--- config.mk ---
export PLATFORM = sky130hd
export DESIGN_NAME = gfr_queue
export DESIGN_NICKNAME = d
export VERILOG_FILES = /design/src/rtl/core/gfr_pkg.sv /design/src/rtl/core/gfr_queue.sv
export SDC_FILE = /design/constraint.sdc
export NUM_CORES = 1
export LEC_CHECK = 0
export ABC_AREA = 1
export BUFFER_PORTS_ARGS = -buffer_cell sky130_fd_sc_hd__buf_2
export CORE_UTILIZATION = 52
export CTS_CLUSTER_DIAMETER = 100
export DETAILED_ROUTE_END_ITERATION = 8
export HOLD_SLACK_MARGIN = 0.12
export MAX_ROUTING_LAYER = met4
export PLACE_DENSITY = 0.79
export SYNTH_ARGS = -nofsm -noshare
export SYNTH_HDL_FRONTEND = slang
export SYNTH_SLANG_ARGS = --single-unit
--- constraint.sdc ---
create_clock -name clk -period 3.4 [get_ports clk]
set_input_delay 0.68 -clock clk [delete_from_list [all_inputs] [get_ports clk]]
set_output_delay 0.68 -clock clk [all_outputs]
set_load 0.01 [all_outputs]
--- src/rtl/core/gfr_pkg.sv ---
package gfr_pkg;

  // Panel defaults
  localparam int DEF_PANEL_WIDTH  = 128;
  localparam int DEF_PANEL_HEIGHT = 64;

  // Glyph geometry
  localparam int GLYPH_COLS  = 5;
  localparam int GLYPH_ROWS  = 7;
  localparam int FONT_GLYPHS = 41;
  localparam int FONT_BYTES  = FONT_GLYPHS * GLYPH_COLS;
  localparam int SLOT_W      = 6;
  localparam int FONT_IDX_W  = $clog2(FONT_BYTES);

  // Command queue between front and back
  localparam int QUEUE_DEPTH = 2;

  // Input transaction opcodes
  localparam logic [1:0] OP_CLEAR = 2'd0;
  localparam logic [1:0] OP_DRAW  = 2'd1;
  localparam logic [1:0] OP_READ  = 2'd2;

  // Bounds of the digit and letter ranges, and character codes with a glyph outside them
  localparam logic [7:0] CH_DIGIT_0 = 8'h30;
  localparam logic [7:0] CH_DIGIT_9 = 8'h39;
  localparam logic [7:0] CH_UPPER_A = 8'h41;
  localparam logic [7:0] CH_UPPER_Z = 8'h5A;
  localparam logic [7:0] CH_PERCENT = 8'h25;
  localparam logic [7:0] CH_MINUS   = 8'h2D;
  localparam logic [7:0] CH_COLON   = 8'h3A;
  localparam logic [7:0] CH_PERIOD  = 8'h2E;
  localparam logic [7:0] CH_SLASH   = 8'h2F;

  // Classified command kinds
  typedef enum logic [1:0] {
    KIND_NOP,
    KIND_CLEAR,
    KIND_DRAW,
    KIND_READ
  } cmd_kind_t;

  typedef struct packed {
    cmd_kind_t          kind;
    logic [7:0]         x_pos;
    logic [7:0]         y_pos;
    logic [SLOT_W-1:0]  slot;
    logic [2:0]         scale;
    logic [9:0]         read_index;
  } cmd_t;

  // Back-end sequencer states
  typedef enum logic [3:0] {
    ST_INIT,
    ST_IDLE,
    ST_CLEAR,
    ST_COL,
    ST_BYTE,
    ST_WRITE,
    ST_READ,
    ST_READ_WAIT,
    ST_DONE
  } back_state_t;

  // 5x7 column-major font, bit 0 is the top row; glyph g at g*5
  localparam logic [7:0] FONT_ROM [0:FONT_BYTES-1] = '{
    8'h3E,8'h51,8'h49,8'h45,8'h3E, 8'h00,8'h42,8'h7F,8'h40,8'h00,
    8'h42,8'h61,8'h51,8'h49,8'h46, 8'h21,8'h41,8'h45,8'h4B,8'h31,
    8'h18,8'h14,8'h12,8'h7F,8'h10, 8'h27,8'h45,8'h45,8'h45,8'h39,
    8'h3C,8'h4A,8'h49,8'h49,8'h30, 8'h01,8'h71,8'h09,8'h05,8'h03,
    8'h36,8'h49,8'h49,8'h49,8'h36, 8'h06,8'h49,8'h49,8'h29,8'h1E,
    8'h7E,8'h11,8'h11,8'h11,8'h7E, 8'h7F,8'h49,8'h49,8'h49,8'h36,
    8'h3E,8'h41,8'h41,8'h41,8'h22, 8'h7F,8'h41,8'h41,8'h22,8'h1C,
    8'h7F,8'h49,8'h49,8'h49,8'h41, 8'h7F,8'h09,8'h09,8'h09,8'h01,
    8'h3E,8'h41,8'h49,8'h49,8'h7A, 8'h7F,8'h08,8'h08,8'h08,8'h7F,
    8'h00,8'h41,8'h7F,8'h41,8'h00, 8'h20,8'h40,8'h41,8'h3F,8'h01,
    8'h7F,8'h08,8'h14,8'h22,8'h41, 8'h7F,8'h40,8'h40,8'h40,8'h40,
    8'h7F,8'h02,8'h0C,8'h02,8'h7F, 8'h7F,8'h04,8'h08,8'h10,8'h7F,
    8'h3E,8'h41,8'h41,8'h41,8'h3E, 8'h7F,8'h09,8'h09,8'h09,8'h06,
    8'h3E,8'h41,8'h51,8'h21,8'h5E, 8'h7F,8'h09,8'h19,8'h29,8'h46,
    8'h46,8'h49,8'h49,8'h49,8'h31, 8'h01,8'h01,8'h7F,8'h01,8'h01,
    8'h3F,8'h40,8'h40,8'h40,8'h3F, 8'h1F,8'h20,8'h40,8'h20,8'h1F,
    8'h3F,8'h40,8'h38,8'h40,8'h3F, 8'h63,8'h14,8'h08,8'h14,8'h63,
    8'h07,8'h08,8'h70,8'h08,8'h07, 8'h61,8'h51,8'h49,8'h45,8'h43,
    8'h23,8'h13,8'h08,8'h64,8'h62, 8'h08,8'h08,8'h08,8'h08,8'h08,
    8'h00,8'h36,8'h36,8'h00,8'h00, 8'h00,8'h60,8'h60,8'h00,8'h00,
    8'h20,8'h10,8'h08,8'h04,8'h02
  };

  // Glyph slot for a character code; MSB set when the code has a glyph
  function automatic logic [SLOT_W:0] font_slot(input logic [7:0] code);
    logic [SLOT_W:0] res;
    res = '0;
    if (code >= CH_DIGIT_0 && code <= CH_DIGIT_9) begin
      res = {1'b1, SLOT_W'(code - CH_DIGIT_0)};
    end else if (code >= CH_UPPER_A && code <= CH_UPPER_Z) begin
      res = {1'b1, SLOT_W'(code - CH_UPPER_A) + SLOT_W'(10)};
    end else begin
      case (code)
        CH_PERCENT: res = {1'b1, SLOT_W'(36)};
        CH_MINUS:   res = {1'b1, SLOT_W'(37)};
        CH_COLON:   res = {1'b1, SLOT_W'(38)};
        CH_PERIOD:  res = {1'b1, SLOT_W'(39)};
        CH_SLASH:   res = {1'b1, SLOT_W'(40)};
        default:    res = '0;
      endcase
    end
    return res;
  endfunction

  // One font column of a glyph
  function automatic logic [GLYPH_ROWS-1:0] font_column(input logic [SLOT_W-1:0] slot,
                                                        input logic [2:0] col);
    logic [FONT_IDX_W-1:0] idx;
    idx = FONT_IDX_W'(slot * GLYPH_COLS) + FONT_IDX_W'(col);
    return FONT_ROM[idx][GLYPH_ROWS-1:0];
  endfunction

endpackage

--- src/rtl/core/gfr_queue.sv ---
module gfr_queue (
  input  logic          clk,
  input  logic          rst_n,
  input  logic          push_valid,
  output logic          push_ready,
  input  gfr_pkg::cmd_t push_cmd,
  output logic          pop_valid,
  input  logic          pop_ready,
  output gfr_pkg::cmd_t pop_cmd
);
  import gfr_pkg::*;

  localparam int PTR_W = (QUEUE_DEPTH > 1) ? $clog2(QUEUE_DEPTH) : 1;
  localparam int CNT_W = $clog2(QUEUE_DEPTH + 1);

  cmd_t             slots_r [QUEUE_DEPTH];
  logic [PTR_W-1:0] wr_ptr_r, wr_ptr_nxt;
  logic [PTR_W-1:0] rd_ptr_r, rd_ptr_nxt;
  logic [CNT_W-1:0] count_r, count_nxt;
  logic             do_push, do_pop;

  assign push_ready = (count_r != CNT_W'(QUEUE_DEPTH));
  assign pop_valid  = (count_r != '0);
  assign pop_cmd    = slots_r[rd_ptr_r];
  assign do_push    = push_valid && push_ready;
  assign do_pop     = pop_valid && pop_ready;

  // Pointer and fill bookkeeping
  always_comb begin
    wr_ptr_nxt = wr_ptr_r;
    rd_ptr_nxt = rd_ptr_r;
    count_nxt  = count_r;
    if (do_push) begin
      wr_ptr_nxt = (wr_ptr_r == PTR_W'(QUEUE_DEPTH - 1)) ? '0 : wr_ptr_r + 1'b1;
    end
    if (do_pop) begin
      rd_ptr_nxt = (rd_ptr_r == PTR_W'(QUEUE_DEPTH - 1)) ? '0 : rd_ptr_r + 1'b1;
    end
    if (do_push && !do_pop) begin
      count_nxt = count_r + 1'b1;
    end else if (do_pop && !do_push) begin
      count_nxt = count_r - 1'b1;
    end
  end

  always_ff @(posedge clk) begin
    if (!rst_n) begin
      wr_ptr_r <= '0;
      rd_ptr_r <= '0;
      count_r  <= '0;
    end else begin
      wr_ptr_r <= wr_ptr_nxt;
      rd_ptr_r <= rd_ptr_nxt;
      count_r  <= count_nxt;
    end
  end

  // Entry storage
  always_ff @(posedge clk) begin
    if (do_push) begin
      slots_r[wr_ptr_r] <= push_cmd;
    end
  end

endmodule

After elaboration in Yosys (flattened, before gate mapping)
Memory sizes are Yosys's and may differ from the RTL's. A register that Yosys moved wholly into a read port is not among the register bits.
Index checks and enable logic that the tools add are counted.
- logic and storage cells: 25
- RAM bits: 74
- latch bits: 0
- output and inout bits: 39
- flip-flop bits (word level): 4
- ROM bits: 0
- bits of input ports: 41
- memories kept: 1
- bitwise operators: 0
- eq/ne operators: 1
- shift operators: 0
- add/sub/neg operators: 4
- magnitude comparators: 0
- multiplexer cells: 8
- multiply operators: 0
- div/mod/pow operators: 0
- reductions and logical operators: 8
- memory list (name ; words ; bits a word ; read ports ; clocked after memory_dff ; write ports ; RTL line ; source):
    slots_r ; 2 ; 37 ; 1 ; 1 ; 1 ; gfr_queue.sv:16 ; cmd_t slots_r [QUEUE_DEPTH];
- operator list (cell ; number):
    $mux W1 ; 6
    $logic_and A1 B1 Y1 ; 4
    $mux W2 ; 2
    $reduce_bool A2 Y1 ; 2
    $add A1 B1 Y1 const B ; 2
    $add A2 B1 Y2 const B ; 1
    $logic_not A1 Y1 ; 2
    $ne A2 B2 Y1 const B ; 1
    $sub A2 B1 Y2 const B ; 1

Depth between registers and ports, before layout
- depth in word-level cells: 6
- depth in mapped cells: 11
- depth with buffers taken out: 11

Worst setup path before layout
Ideal clock, no wire load.
- kind: input-to-reg
- start: input push_valid
- end: memory slots_r[0][0] in the netlist's numbering, enable pin
- slack: 636 ps
- required time: 2969 ps
- stages on the path: 2
- path buffers: 0
- library setup time: 431 ps
- arrival time: 2333 ps
- cell sequence: nand2_1 nor2_1
- word-level cells in the longest chain between the ends: 3
- ends and longest elaborated chain (element ; RTL line ; source):
    start: declaration ; gfr_queue.sv:4 ; input logic push_valid,
    $logic_and A1 B1 Y1 ; gfr_queue.sv:25 ; assign do_push = push_valid && push_ready;
    $mux W1 ; gfr_queue.sv:60 ; if (do_push) begin
    $mux W1 (implied by the code) ; gfr_queue.sv:61 ; slots_r[wr_ptr_r] <= push_cmd;
    end: declaration ; gfr_queue.sv:16 ;
Every way passes these cells.

==> results.sh <==
export IMPL_syn_instance_count=152
export IMPL_rr_startpoint="count_r[0]$_SDFFE_PN0P_"
export IMPL_die_height_um=78.8
export IMPL_die_area_mm2=0.00620
export IMPL_period_minus_slack_ns=2.43
export IMPL_routed_wl_um=4690
export IMPL_die_w_um=78.8
export IMPL_drv_cap=0
export IMPL_post_route_util_pct=66.7
export IMPL_postCtsHoldBufs=0
export IMPL_cts_htree_levels=3
export IMPL_grt_use_total_pct=16.6
export IMPL_rows=27
export IMPL_p_total_w=0.00269
export IMPL_hold_path_class="reg -> reg"
export IMPL_crit_path_end_kind="output port"
export IMPL_grt_pass1_wl_um=7010
export IMPL_synthAdderAreaFrac_pct=0.408
export IMPL_ys_ff_latch=79
export IMPL_antenna_found_initial=0
export IMPL_drc=0
export IMPL_cts_path_max_buffers=2
export IMPL_core_area_mm2=0.00561
export IMPL_area_growth_pct=22.1
export IMPL_cts_clk_slew_worst_paths_ns=0.08
export IMPL_syn_nets=194
export IMPL_grt_overflow=0
export IMPL_ios=80
export IMPL_syn_area_mm2=0.00306
export IMPL_powerDensity_mw_per_mm2=719
export IMPL_pwr_share_seq_pct=48.2
export IMPL_root_buffer="clkbuf_8"
export IMPL_tns_ns=0
export IMPL_gp_congestion=0.675
export IMPL_sw_frac_of_total_pct=26.3
export IMPL_path_max_fanout=24
export IMPL_synth_xor_area_share_pct=0
export IMPL_ys_flop_type="edfxtp_1"
export IMPL_final_cell_mix="buf_2 (79), edfxtp_1 (74), mux2_4 (30), nand2_1 (9), clkbuf_8 (9)"
export IMPL_setup_violations=0
export IMPL_drive_gt1_share_pct=55.3
export IMPL_ys_types=15
export IMPL_grt_max_degree=26
export IMPL_synth_compound_area_share_pct=0.735
export IMPL_synth_simple_gate_area_share_pct=2.45
export IMPL_clk_latency_ns=0.34
export IMPL_worst_pin_slew_ns=0.734
export IMPL_worstReg2RegEnd="slots_r[0][7]$_DFFE_PP_"
export IMPL_synthMuxAreaShare_pct=17.3
export IMPL_fin_ws_ns=0.966
export IMPL_final_antenna_net_count=0
export IMPL_cts_sinks=79
export IMPL_vdd_drop_max_mv=0.550
export IMPL_slew_headroom_pct=51.0
export IMPL_grt_pass1_vias=1519
export IMPL_r2r_cells=5
export IMPL_outcome="finished clean"
export IMPL_r2r_slack_ns=1.45
export IMPL_vias=1548
export IMPL_drtIter0Drc=66
export IMPL_ys_warn_count=0
export IMPL_cts_buffers=9
export IMPL_dp_slack_ns=1.19
export IMPL_nets=283
export IMPL_critical_path_class="reg -> out"
export IMPL_p_int_w=0.00198
export IMPL_post_cts_resized=0
export IMPL_critPathLaunchType="register"
export IMPL_firstDrtPassIters=4
export IMPL_io_buffers=79
export IMPL_rsz0062_at_grt="false"
export IMPL_crit_required_ns=2.72
export IMPL_finalClockSkew_ns=0.00529
export IMPL_slew_viol_final=0
export IMPL_synth_edf_count=74
export IMPL_viasPerCell=4.87
export IMPL_max_freq_mhz=411
export IMPL_cp_endpoint="pop_cmd[21]"
export IMPL_final_common_cell="buf_2"
export IMPL_start_util_pct=54.6
export IMPL_pwr_share_clk_pct=26.7
export IMPL_power_leakage_nw=1.49
export IMPL_fin_crit_sh_pct=71.6
export IMPL_n_antenna_cell=0
export IMPL_p_comb_share_pct=25.1
export IMPL_wire_per_inst_um=14.8
export IMPL_cts_tree="yes"
export IMPL_synth_seq_area_share_pct=75.8
export IMPL_syn_avg_cell_area_um2=20.2
export IMPL_worst_ep_arrival_time_ns=1.75
export IMPL_dp_hpwl_um=3250
export IMPL_synth_async_sr_flop_share_pct=0
export IMPL_synth_top_family_by_area="multiplexers"
export IMPL_cts_setup_buffers=0
export IMPL_finalHoldViolations=0
export IMPL_p_sw_w=0.000706
## Yosys cell counts (2+ instances only)
master / instances / area share, %
mux2_4: 30 / 15
mux2_2: 7 / 2.6
inv_1: 8 / 0.98
nand2_1: 9 / 1.1
nor2_1: 8 / 0.98
o21ai_0: 2 / 0.33
dfxtp_1: 5 / 3.3
edfxtp_1: 74 / 73
buf_12: 3 / 2.0
## layer usage
| metal | vias up | GRT usage [%] | part of all wire [%] | routed length, um |
|---|---|---|---|---|
| met3 | 8 | 3.45 | 3.4 | 160 |
| met4 | 0 | 9.44 | 2.0 | 95 |
| met5 | - | - | 0 | 0 |
| met2 | 47 | 28.1 | 54 | 2510 |
| met1 | 741 | 18.2 | 41 | 1930 |
| li1 | 752 | - | - | - |
## kinds of logic after synthesis
| group | count (synthesis) |
|---|---|
| DFF | 79 |
| muxes | 37 |
| and+or+nand+nor | 19 |
| buffers and inverters | 12 |
| AOI/OAI and AO/OA | 4 |
| adders and majority gates | 1 |
## stage by stage
step,std cells,hold slack (ns),area [um^2]
floorplan,152,0.467,3060
global placement,302,0.484,3530
detailed placement,302,0.494,3530
CTS,318,0.511,3740
global route,318,0.513,3740
finish,318,0.509,3740
## final cells by class
cell class                      count  area, um^2
Clock buffer                        9         124
Clock inverter                      7        87.6
Fill cell                         406        1870
Inverter                            8        30.0
Multi-Input combinational cell     61         654
Sequential cell                    79        2320
Tap cell                           72        90.1
Timing Repair Buffer               82         430
## power groups by stage
stage,Clock [W],Combinational [W],Sequential (W)
floorplan,0,0.000517,0.00129
global placement,0,0.000674,0.00131
detailed placement,0,0.000686,0.00132
CTS,0.000730,0.000688,0.00130
global route,0.000769,0.000734,0.00131
finish,0.000717,0.000675,0.00130
## flip-flops by register name, indices dropped and copies added, names as in the netlist, named ones only
signal    count
slots_r      74
count_r       2
rd_ptr_r      1
wr_ptr_r      1
## worst max-delay path, cell delays in order (launching register included)
cell     delay [ns]
dfxtp_2        0.63
buf_12         0.27
mux2_2         0.37
buf_2          0.14
## how the worst min path moves through the flow
stage / startpoint / to / slack (ns) / depth (start not counted)
after global placement: rd_ptr_r$_SDFFE_PN0P_ / rd_ptr_r$_SDFFE_PN0P_ / 0.48 / 2
after floorplan: rd_ptr_r$_SDFFE_PN0P_ / register / 0.47 / 2
final: rd_ptr_r$_SDFFE_PN0P_ / rd_ptr_r$_SDFFE_PN0P_ / 0.51 / 2
after CTS: push_cmd[20] / slots_r[1][20]$_DFFE_PP_ / 0.51 / 1
after detailed placement: rd_ptr_r$_SDFFE_PN0P_ / rd_ptr_r$_SDFFE_PN0P_ / 0.49 / 2
after global routing: push_cmd[0] / slots_r[0][0]$_DFFE_PP_ / 0.51 / 1
Note: power is estimated with default switching activity, not from simulation.
