## config.mk

```make
export PLATFORM = sky130hd
export DESIGN_NAME = gfr_front
export DESIGN_NICKNAME = d
export VERILOG_FILES = /design/src/rtl/core/gfr_pkg.sv /design/src/rtl/core/gfr_front.sv
export SDC_FILE = /design/constraint.sdc
export NUM_CORES = 1
export LEC_CHECK = 0
export BUFFER_PORTS_ARGS = -buffer_cell sky130_fd_sc_hd__buf_2
export CORE_ASPECT_RATIO = 1.1
export CORE_MARGIN = 2
export CORE_UTILIZATION = 37
export DETAILED_ROUTE_END_ITERATION = 10
export GPL_TIMING_DRIVEN = 0
export MAX_ROUTING_LAYER = met4
export PLACE_DENSITY = 0.9
export SLEW_MARGIN = 30
export SYNTH_ARGS = -nofsm -noshare
export SYNTH_HDL_FRONTEND = slang
export SYNTH_SLANG_ARGS = --single-unit
```

## constraint.sdc

```tcl
create_clock -name vclk -period 1.5
set_input_delay 0.075 -clock vclk [all_inputs]
set_output_delay 0.075 -clock vclk [all_outputs]
set_load 0.05 [all_outputs]
```

## src/rtl/core/gfr_pkg.sv

```systemverilog
package gfr_pkg;

  // Panel defaults
  localparam int DEF_PANEL_WIDTH  = 128;
  localparam int DEF_PANEL_HEIGHT = 64;

  // Glyph geometry
  localparam int GLYPH_COLS  = 5;
  localparam int GLYPH_ROWS  = 7;
  localparam int FONT_GLYPHS = 41;
  localparam int FONT_BYTES  = FONT_GLYPHS * GLYPH_COLS;
  localparam int SLOT_W      = 6;
  localparam int FONT_IDX_W  = $clog2(FONT_BYTES);

  // Command queue between front and back
  localparam int QUEUE_DEPTH = 2;

  // Input transaction opcodes
  localparam logic [1:0] OP_CLEAR = 2'd0;
  localparam logic [1:0] OP_DRAW  = 2'd1;
  localparam logic [1:0] OP_READ  = 2'd2;

  // Bounds of the digit and letter ranges, and character codes with a glyph outside them
  localparam logic [7:0] CH_DIGIT_0 = 8'h30;
  localparam logic [7:0] CH_DIGIT_9 = 8'h39;
  localparam logic [7:0] CH_UPPER_A = 8'h41;
  localparam logic [7:0] CH_UPPER_Z = 8'h5A;
  localparam logic [7:0] CH_PERCENT = 8'h25;
  localparam logic [7:0] CH_MINUS   = 8'h2D;
  localparam logic [7:0] CH_COLON   = 8'h3A;
  localparam logic [7:0] CH_PERIOD  = 8'h2E;
  localparam logic [7:0] CH_SLASH   = 8'h2F;

  // Classified command kinds
  typedef enum logic [1:0] {
    KIND_NOP,
    KIND_CLEAR,
    KIND_DRAW,
    KIND_READ
  } cmd_kind_t;

  typedef struct packed {
    cmd_kind_t          kind;
    logic [7:0]         x_pos;
    logic [7:0]         y_pos;
    logic [SLOT_W-1:0]  slot;
    logic [2:0]         scale;
    logic [9:0]         read_index;
  } cmd_t;

  // Back-end sequencer states
  typedef enum logic [3:0] {
    ST_INIT,
    ST_IDLE,
    ST_CLEAR,
    ST_COL,
    ST_BYTE,
    ST_WRITE,
    ST_READ,
    ST_READ_WAIT,
    ST_DONE
  } back_state_t;

  // 5x7 column-major font, bit 0 is the top row; glyph g at g*5
  localparam logic [7:0] FONT_ROM [0:FONT_BYTES-1] = '{
    8'h3E,8'h51,8'h49,8'h45,8'h3E, 8'h00,8'h42,8'h7F,8'h40,8'h00,
    8'h42,8'h61,8'h51,8'h49,8'h46, 8'h21,8'h41,8'h45,8'h4B,8'h31,
    8'h18,8'h14,8'h12,8'h7F,8'h10, 8'h27,8'h45,8'h45,8'h45,8'h39,
    8'h3C,8'h4A,8'h49,8'h49,8'h30, 8'h01,8'h71,8'h09,8'h05,8'h03,
    8'h36,8'h49,8'h49,8'h49,8'h36, 8'h06,8'h49,8'h49,8'h29,8'h1E,
    8'h7E,8'h11,8'h11,8'h11,8'h7E, 8'h7F,8'h49,8'h49,8'h49,8'h36,
    8'h3E,8'h41,8'h41,8'h41,8'h22, 8'h7F,8'h41,8'h41,8'h22,8'h1C,
    8'h7F,8'h49,8'h49,8'h49,8'h41, 8'h7F,8'h09,8'h09,8'h09,8'h01,
    8'h3E,8'h41,8'h49,8'h49,8'h7A, 8'h7F,8'h08,8'h08,8'h08,8'h7F,
    8'h00,8'h41,8'h7F,8'h41,8'h00, 8'h20,8'h40,8'h41,8'h3F,8'h01,
    8'h7F,8'h08,8'h14,8'h22,8'h41, 8'h7F,8'h40,8'h40,8'h40,8'h40,
    8'h7F,8'h02,8'h0C,8'h02,8'h7F, 8'h7F,8'h04,8'h08,8'h10,8'h7F,
    8'h3E,8'h41,8'h41,8'h41,8'h3E, 8'h7F,8'h09,8'h09,8'h09,8'h06,
    8'h3E,8'h41,8'h51,8'h21,8'h5E, 8'h7F,8'h09,8'h19,8'h29,8'h46,
    8'h46,8'h49,8'h49,8'h49,8'h31, 8'h01,8'h01,8'h7F,8'h01,8'h01,
    8'h3F,8'h40,8'h40,8'h40,8'h3F, 8'h1F,8'h20,8'h40,8'h20,8'h1F,
    8'h3F,8'h40,8'h38,8'h40,8'h3F, 8'h63,8'h14,8'h08,8'h14,8'h63,
    8'h07,8'h08,8'h70,8'h08,8'h07, 8'h61,8'h51,8'h49,8'h45,8'h43,
    8'h23,8'h13,8'h08,8'h64,8'h62, 8'h08,8'h08,8'h08,8'h08,8'h08,
    8'h00,8'h36,8'h36,8'h00,8'h00, 8'h00,8'h60,8'h60,8'h00,8'h00,
    8'h20,8'h10,8'h08,8'h04,8'h02
  };

  // Glyph slot for a character code; MSB set when the code has a glyph
  function automatic logic [SLOT_W:0] font_slot(input logic [7:0] code);
    logic [SLOT_W:0] res;
    res = '0;
    if (code >= CH_DIGIT_0 && code <= CH_DIGIT_9) begin
      res = {1'b1, SLOT_W'(code - CH_DIGIT_0)};
    end else if (code >= CH_UPPER_A && code <= CH_UPPER_Z) begin
      res = {1'b1, SLOT_W'(code - CH_UPPER_A) + SLOT_W'(10)};
    end else begin
      case (code)
        CH_PERCENT: res = {1'b1, SLOT_W'(36)};
        CH_MINUS:   res = {1'b1, SLOT_W'(37)};
        CH_COLON:   res = {1'b1, SLOT_W'(38)};
        CH_PERIOD:  res = {1'b1, SLOT_W'(39)};
        CH_SLASH:   res = {1'b1, SLOT_W'(40)};
        default:    res = '0;
      endcase
    end
    return res;
  endfunction

  // One font column of a glyph
  function automatic logic [GLYPH_ROWS-1:0] font_column(input logic [SLOT_W-1:0] slot,
                                                        input logic [2:0] col);
    logic [FONT_IDX_W-1:0] idx;
    idx = FONT_IDX_W'(slot * GLYPH_COLS) + FONT_IDX_W'(col);
    return FONT_ROM[idx][GLYPH_ROWS-1:0];
  endfunction

endpackage

```

## src/rtl/core/gfr_front.sv

```systemverilog
module gfr_front (
  input  logic          in_tvalid,
  output logic          in_tready,
  input  logic [39:0]   in_tdata,   // op[1:0], x_pos, y_pos, char_code, scale, read_index
  input  logic          init_busy,
  output logic          cmd_valid,
  input  logic          cmd_ready,
  output gfr_pkg::cmd_t cmd
);
  import gfr_pkg::*;

  logic [1:0]        op;
  logic [7:0]        char_code;
  logic [SLOT_W:0]   slot_lkp;
  logic              blank;
  cmd_kind_t         kind;

  // Unpack the transaction
  assign op        = in_tdata[1:0];
  assign char_code = in_tdata[25:18];
  assign slot_lkp  = font_slot(char_code);

  assign cmd.x_pos      = in_tdata[9:2];
  assign cmd.y_pos      = in_tdata[17:10];
  assign cmd.scale      = in_tdata[28:26];
  assign cmd.read_index = in_tdata[38:29];
  assign cmd.slot       = slot_lkp[SLOT_W-1:0];
  assign cmd.kind       = kind;

  // A draw of a character without a glyph, or at scale 0, turns into a no-op
  assign blank = !slot_lkp[SLOT_W] || (in_tdata[28:26] == 3'd0);

  // Classify
  always_comb begin
    unique case (op)
      OP_CLEAR: kind = KIND_CLEAR;
      OP_DRAW:  kind = blank ? KIND_NOP : KIND_DRAW;
      OP_READ:  kind = KIND_READ;
      default:  kind = KIND_NOP;
    endcase
  end

  // Hold off input while the store is being cleared after reset
  assign cmd_valid = in_tvalid && !init_busy;
  assign in_tready = cmd_ready && !init_busy;

endmodule

```

---- Yosys cells after proc, flatten, opt, wreduce, memory -nomap -nowiden ----
Index checks and enable logic that the tools add are counted.
storage, ports and cells
  bits in registers ....................... 0
  input bits .............................. 43
  output and inout port bits .............. 39
  word-level logic and storage cells ...... 28
cells by class
  add/subtract/negate cells ............... 3
  $lt $le $gt $ge ......................... 4
  equal/unequal tests ..................... 7
  mux-type cells .......................... 5
  reductions and logical operators ........ 9
operators with widths
  operator               count
  $eq A8 B6 Y1 const B   5
  $pmux W7 S5            1
  $mux W7                2
  $ge A8 B6 Y1 const B   1
  $ge A8 B7 Y1 const B   1
  $le A8 B6 Y1 const B   1
  $le A8 B7 Y1 const B   1
  $add A6 B4 Y6 const B  1
  $pmux W2 S3            1
  $sub A6 B1 Y6 const B  1
  $sub A6 B6 Y6 const B  1
  $logic_and A1 B1 Y1    4
  $logic_not A3 Y1       1
  $eq A2 B1 Y1 const B   1
  $eq A2 B2 Y1 const B   1
  $logic_not A1 Y1       2
  $logic_not A2 Y1       1
  $mux W2                1
  $logic_or A1 B1 Y1     1

---- Depth between registers and ports, before layout ----
Gate-level depths: netlist of the first run.
  word-level depth ........................ 8
  gate-level depth with buffers ........... 7

---- Worst setup path before layout of the first run ----
No wires, ideal clock.
  path type ............................... in2out
  start point ............................. input port in_tdata[22]
  end point ............................... output port cmd[15] in the netlist's numbering
  arrival time ............................ 1.927 ns
  slack ................................... -0.502 ns
  stages on the path ...................... 6
  path buffers ............................ 1
  cells stage by stage .................... ha_1 > or3b_1 > a21o_2 > buf_6 > and2_1 > a32oi_1
RTL lines
  item             line            text
  start, declared  gfr_front.sv:4  input logic [39:0] in_tdata,
  end, declared    gfr_front.sv:8  output gfr_pkg::cmd_t cmd

==> results of run 1 <==
-- synthesized netlist by cell type, drive strengths merged (2+ instances only) --
library cell  number
a21oi              4
o31ai              2
nor2               4
nor2b              2
nand2              4
a32oi              2
a31oi              4
o22ai              2
inv                6
nor3b              2
nor3               4
ha                10
buf               32
o211ai             2
nand3              4
or3b               2
and2               2
-- power groups by stage --
stage / Combinational, mW / Clock [mW] / Sequential, mW
detailed placement: 0.454 / 0 / 0
finish: 0.551 / 0 / 0
floorplan: 0.358 / 0 / 0
global route: 0.573 / 0 / 0
CTS: 0.519 / 0 / 0
global placement: 0.446 / 0 / 0
-- kinds of logic after synthesis --
| logic type | share of synthesized area [%] |
|---|---|
| and+or+nand+nor | 22.4 |
| adders and majority gates | 16.6 |
| buffers and inverters | 35.8 |
| AOI/OAI and AO/OA | 25.2 |
-- how the worst max path moves through the flow --
stage | slack (ns) | end | depth (start not counted) | startpoint
after floorplan | -0.05 | cmd[14] | 4 | in_tdata[20]
after global placement | -0.37 | cmd[16] | 8 | in_tdata[19]
after detailed placement | -0.40 | cmd[16] | 8 | in_tdata[19]
after CTS | -0.14 | cmd[16] | 8 | in_tdata[19]
after global routing | -0.30 | cmd[16] | 8 | in_tdata[19]
final | -0.26 | cmd[16] | 8 | in_tdata[19]
-- cell type report --
class,count,area [µm²]
fill,138,464
timing repair buffer,64,454
buffer,31,236
inverter,6,36.3
multi-input combinational,64,731
tap,28,35.0
-- stage by stage --
step | power (mW) | std cells
3_3_place_gp | 0.446 | 184
4_1_cts | 0.519 | 190
5_1_grt | 0.573 | 193
2_1_floorplan | 0.358 | 102
6_report | 0.551 | 193
3_5_place_dp | 0.454 | 184
-- what timing repair did --
action,4_1_cts,5_1_grt
endpoints found under the setup margin,7,7
setup buffers,7,3
pin swaps,13,11
hold buffers,0,0
gates resized for setup,51,15
-- layer usage --
metal  vias to the layer above  wire length, µm  track usage [%]
met1                       461             1010             22.5
met5                         -                0                -
met4                         0               63             4.63
met2                        76             1510             39.0
met3                         6              260            0.353
li1                        463                -                -
==> results_dict.tcl, run 1 <==
set metrics [dict create \
    stdcell_area_mm2 0.00149 \
    synth_top_area_cell "buf_4" \
    die_x_um 47.1 \
    status "complete, but fails checks" \
    worst_pin_slew_ns 0.392 \
    grt_pass1_vias 816 \
    rsz0062_at_grt "true" \
    ant_nets 0 \
    seq_cell_count 0 \
    rows 17 \
    hp-start "in_tdata[37]" \
    finalCritPeriodShare_pct 117 \
    drc 0 \
    vias 1006 \
    synthCells 102 \
    grt_max_degree 11 \
    die-area_mm2 0.00242 \
    drt_iter0_drc 22 \
    crit_arrival_ns 1.68 \
    first_pass_iters 4 \
    hold_end "cmd[8]" \
    layout_setup_ws_ns -0.256 \
    tns_ns -0.859 \
    synth_top_area_share_pct 29.9 \
    final_common_cell "buf_2" \
    fin_crit_ns 1.76 \
    placed_cell_area_mm2 0.00115 \
    grt-ovfl-total 0 \
    syn_area_um2 754 \
    crit_chain "buf_12, inv_8, ha_4, or3_4, o211ai_1, o31ai_1, a221o_2, buf_8" \
    vias_per_cell 5.21 \
    clockPowerShare_pct 0 \
    critPathKind "primary input to output pin" \
    relSlewSlack_pct 73.8 \
    critPathBufInv 3 \
    worst_setup_path_end_kind "output pin" \
    ir_worst_vdd_mv 0.231 \
    crit_required_ns 1.42 \
    avgSynthCellArea_um2 7.40 \
    post-route-util_pct 76.3 \
    pwr-share-seq_pct 0 \
    whs_ns 0.451 \
    routed_wl_um 2850 \
    port_buffers 54 \
    layout_common_cells "buf_2, buf_4, buf_6, ha_1" \
    drv_slew 0 \
    slowest_delay_ns 0.37 \
    grt_pass1_wl_um 3640 \
    yosys-top-cells-area "buf_4, ha_1, a31oi_1" \
    grt_use_total_pct 20.5 \
    hold_violations 0 \
    internal_power_mw 0.207 \
    antenna_found_initial 0 \
    gp_congestion 0.859 \
    synth_nets 155 \
    switchingPower_mw 0.344 \
    yosys_warnings 0 \
    ys_types 34 \
    path_max_fanout 2 \
    preCtsSetupSlack_ns -0.404 \
    nClkBuffers 0 \
    crit_slowest_cell "a221o_2" \
    ios 82 \
    seqCellArea_um2 0 \
    swShare_pct 62.5 \
    max_cap_viol_count 0 \
    setup_violations 6 \
    start_util_pct 38.6 \
    n_antenna_cell 0 \
    p_per_area_mw_per_mm2 369 \
    holdPathStages 2 \
    final_nets 220 \
    layout-drive-gt1-share_pct 79.4 \
    core-area_mm2 0.00196 \
    violations "negative setup slack" \
    p_leak_nw 0.686 \
    hold_path.class "primary input to output pin" \
    start_kind "primary input" \
    p_comb_share_pct 100.0 \
    die_h_um 51.4 \
    max_clock_freq_mhz 569 \
    synthToLayoutAreaGrowth_pct 97.8 \
    hpwlAfterDp_um 1760 \
    avgRoutedWirePerCell_um 14.8 \
    critPathTopFamily "compound AO/OA/AOI/OAI gates" \
    ys_seq_area_share_pct 0 \
]
Power figures use the tool's default switching activity.
==> run 2: changes to the inputs <==
--- a/config.mk
+++ b/config.mk
@@ -5,14 +5,14 @@
 export SDC_FILE = /design/constraint.sdc
 export NUM_CORES = 1
 export LEC_CHECK = 0
-export BUFFER_PORTS_ARGS = -buffer_cell sky130_fd_sc_hd__buf_2
 export CORE_ASPECT_RATIO = 1.1
 export CORE_MARGIN = 2
-export CORE_UTILIZATION = 37
+export CORE_UTILIZATION = 40
 export DETAILED_ROUTE_END_ITERATION = 10
+export DONT_BUFFER_PORTS = 1
 export GPL_TIMING_DRIVEN = 0
 export MAX_ROUTING_LAYER = met4
-export PLACE_DENSITY = 0.9
+export PLACE_DENSITY = 0.58
 export SLEW_MARGIN = 30
 export SYNTH_ARGS = -nofsm -noshare
 export SYNTH_HDL_FRONTEND = slang
==> results_dict.tcl, run 2 (synthesis results as in run 1) <==
set metrics [dict create \
    fin_crit_ns 1.61 \
    grt-ovfl-total 0 \
    switchingPower_mw 0.277 \
    start_util_pct 42.3 \
    max_cap_viol_count 0 \
    p_comb_share_pct 100.0 \
    worst_pin_slew_ns 0.947 \
    final_nets 159 \
    swShare_pct 71.0 \
    drc 0 \
    hpwlAfterDp_um 1500 \
    critPathKind "primary input to output pin" \
    hold_violations 0 \
    ios 82 \
    internal_power_mw 0.113 \
    synthToLayoutAreaGrowth_pct 23.4 \
    grt_pass1_wl_um 2480 \
    die_x_um 45.4 \
    relSlewSlack_pct 36.7 \
    core-area_mm2 0.00178 \
    tns_ns -0.199 \
    gp_congestion 0.773 \
    start_kind "primary input" \
    grt_max_degree 11 \
    holdPathStages 1 \
    vias_per_cell 6.00 \
    ir_worst_vdd_mv 0.214 \
    worst_setup_path_end_kind "output pin" \
    hold_path.class "primary input to output pin" \
    violations "negative setup slack" \
    path_max_fanout 8 \
    hold_buffers 0 \
    first_pass_iters 4 \
    layout-drive-gt1-share_pct 51.9 \
    status "complete, but fails checks" \
    nClkBuffers 0 \
    port_buffers 0 \
    crit_required_ns 1.42 \
    pwr-share-seq_pct 0 \
    antenna_found_initial 0 \
    rows 16 \
    vias 732 \
    avgRoutedWirePerCell_um 14.5 \
    die_h_um 49.6 \
    ant_nets 0 \
    p_leak_nw 0.386 \
    grt_pass1_vias 605 \
    placed_cell_area_um2 871 \
    drv_slew 0 \
    p_per_area_mw_per_mm2 420 \
    finalCritPeriodShare_pct 107 \
    setup_violations 2 \
    stdcell_area_um2 931 \
    seqCellArea_um2 0 \
    max_clock_freq_mhz 621 \
    grt_use_total_pct 14.1 \
    routed_wl_um 1770 \
    die-area_mm2 0.00225 \
    crit_arrival_ns 1.54 \
    n_antenna_cell 0 \
    clockPowerShare_pct 0 \
    drt_iter0_drc 10 \
    layout_common_cells "buf_4, ha_1, inv_1" \
    rsz0062_at_grt "true" \
    final_common_cell "buf_4" \
    seq_cell_count 0 \
    layout_setup_ws_ns -0.111 \
]
==> run 2: cell count changes in the layout (fill, tap and decap cells not counted), moves of 3 or more <==
cell and delta:
buf_2 -43, buf_8 -3, buf_4 -4, buf_6 -9, inv_1 +4
==> run 2: critical path: stages <==
cell and delay (ns):
inv_1 0.07, ha_4 0.18, or3_4 0.34, o211ai_1 0.28
o31ai_1 0.11, a221o_2 0.48
==> run 2: worst paths after layout <==
check    startpoint  endpoint  slack, ns
max    in_tdata[19]   cmd[16]      -0.11
min    in_tdata[22]   cmd[17]       0.27
==> run 2: layout make-up <==
type / instances / area (µm²)
fillers: 170 / 851
plain buffers: 31 / 236
well taps: 18 / 22.5
multi-input cells: 64 / 627
inverters: 6 / 22.5
repair buffers: 3 / 22.5
==> run 2: repair_timing <==
| item | in CTS | in global routing |
|---|---|---|
| buffers inserted | 3 | 0 |
| gates resized for setup | 7 | 1 |
| setup endpoints to repair | 7 | 6 |
| pin swaps | 9 | 4 |
==> run 2: metrics by stage <==
stage | worst slack, ns | cells | hold WS, ns | total power [mW] | util [%]
floorplan | -0.0512 | 102 | 0.262 | 0.358 | -
global placement | -0.214 | 120 | 0.267 | 0.377 | 48.9
detailed placement | -0.232 | 120 | 0.266 | 0.379 | 48.9
CTS | -0.133 | 122 | 0.270 | 0.390 | 51.8
global route | -0.196 | 122 | 0.270 | 0.407 | 52.2
finish | -0.111 | 122 | 0.268 | 0.391 | 52.2
==> run 2: metal layers <==
| layer | share of wire (%) | global-route usage (%) | vias to the layer above |
|---|---|---|---|
| met1 | 36 | 15.8 | 323 |
| met4 | 1.8 | 2.94 | 0 |
| met2 | 50 | 25.8 | 65 |
| met3 | 12 | 1.47 | 4 |
| met5 | 0 | - | - |
| li1 | - | - | 340 |
==> run 2: power by group through the flow <==
stage	clock [mW]	combinational, mW	sequential (mW)
2_1_floorplan	0	0.358	0
3_3_place_gp	0	0.377	0
3_5_place_dp	0	0.379	0
4_1_cts	0	0.390	0
5_1_grt	0	0.407	0
6_report	0	0.391	0
==> run 3: changes to the inputs <==
--- a/config.mk
+++ b/config.mk
@@ -17,3 +17,4 @@
 export SYNTH_ARGS = -nofsm -noshare
 export SYNTH_HDL_FRONTEND = slang
 export SYNTH_SLANG_ARGS = --single-unit
+export TNS_END_PERCENT = 20
==> results_dict.tcl, run 3 (synthesis results as in run 1) <==
set metrics [dict create \
    layout-drive-gt1-share_pct 51.9 \
    avgRoutedWirePerCell_um 14.1 \
    tns_ns -0.198 \
    vias 722 \
    p_per_area_mw_per_mm2 418 \
    drt_iter0_drc 4 \
    max_clock_freq_mhz 624 \
    layout_setup_ws_ns -0.102 \
    post-route-util_pct 52.1 \
    antenna_found_initial 0 \
    setup_violations 2 \
    hold_violations 0 \
    final_common_cell "buf_4" \
    worst_setup_path_end_kind "output pin" \
    path_max_fanout 10 \
    layout_common_cells "buf_4, ha_1, inv_1" \
    die_x_um 45.4 \
    n_antenna_cell 0 \
    max_cap_viol_count 0 \
    p_leak_nw 0.385 \
    start_util_pct 42.3 \
    port_buffers 0 \
    synthToLayoutAreaGrowth_pct 23.1 \
    use_met2_pct 27.9 \
    worst_pin_slew_ns 0.932 \
    die-area_mm2 0.00225 \
    final_nets 159 \
    drc 0 \
    die_h_um 49.6 \
    hpwlAfterDp_um 1450 \
    rows 16 \
    core-area_mm2 0.00178 \
    crit_required_ns 1.42 \
    grt_use_total_pct 14.4 \
    finalCritPeriodShare_pct 107 \
    relSlewSlack_pct 37.7 \
    grt_pass1_wl_um 2570 \
    ir_worst_vdd_mv 0.160 \
    drv_slew 0 \
    crit_arrival_ns 1.53 \
    ios 82 \
    grt_max_degree 11 \
    nClkBuffers 0 \
    vias_per_cell 5.92 \
    hold_path.class "primary input to output pin" \
    critPathKind "primary input to output pin" \
    worstSetupEndpoint "cmd[15]" \
    grtUsageMet3_pct 1.10 \
    seqCellArea_um2 0 \
    busiest_layer "met2" \
    violations "negative setup slack" \
    rsz0062_at_grt "true" \
    first_pass_iters 2 \
    grt_pass1_vias 611 \
    worstSetupStartpoint "in_tdata[22]" \
    fin_crit_ns 1.60 \
    routed_wl_um 1730 \
    start_kind "primary input" \
    grt-ovfl-total 0 \
    ant_nets 0 \
    seq_cell_count 0 \
    gp_congestion 0.776 \
    gr-usage-met1_pct 16.3 \
    status "complete, but fails checks" \
]
[run 3: layer usage]
metal	up-vias	part of all wire, %
met1	317	37
met4	0	0
met3	0	14
li1	343	-
met2	62	50
met5	-	0
[run 3: repair_timing]
action	in CTS	in global routing
endpoints found under the setup margin	7	7
hold buffers	0	0
pin swaps	8	3
buffers inserted	2	0
resized for setup	8	1
[run 3: worst min-delay path by stage]
stage / slack (ns) / startpoint / to / cells past startpoint
floorplan: 0.32 / in_tdata[29] / cmd[0] / 1
global placement: 0.32 / in_tdata[9] / cmd[34] / 1
detailed placement: 0.32 / in_tdata[38] / cmd[9] / 1
CTS: 0.27 / in_tdata[22] / cmd[17] / 1
global route: 0.27 / in_tdata[22] / cmd[17] / 1
finish: 0.27 / in_tdata[22] / cmd[17] / 1
[run 3: metrics by stage]
step	setup slack [ns]	instance area [µm²]	hold WS [ns]	cells	total power [mW]
after floorplan	-0.0512	838	0.317	102	0.355
after global placement	-0.216	861	0.318	120	0.375
after detailed placement	-0.217	861	0.318	120	0.376
after CTS	-0.133	921	0.271	122	0.389
after global routing	-0.151	928	0.274	122	0.404
final	-0.102	928	0.269	122	0.388
[run 3: cell type report]
cell class	count	area, µm²
Fill cell	178	853
Multi-Input combinational cell	64	621
Buffer	32	248
Timing Repair Buffer	2	15.0
Inverter	6	22.5
Tap cell	18	22.5
[run 3: power breakdown]
part	total (mW)	leakage [nW]	internal [mW]	switching [mW]
clock network	0	0	0	0
registers	0	0	0	0
logic	0.388	0.385	0.112	0.276
total	0.388	0.385	0.112	0.276
[run 3: worst max-delay path, cell delays in order]
cell	delay [ns]
ha_4	0.09
or3b_4	0.38
a21o_2	0.20
buf_6	0.14
and2_4	0.17
a32oi_4	0.46
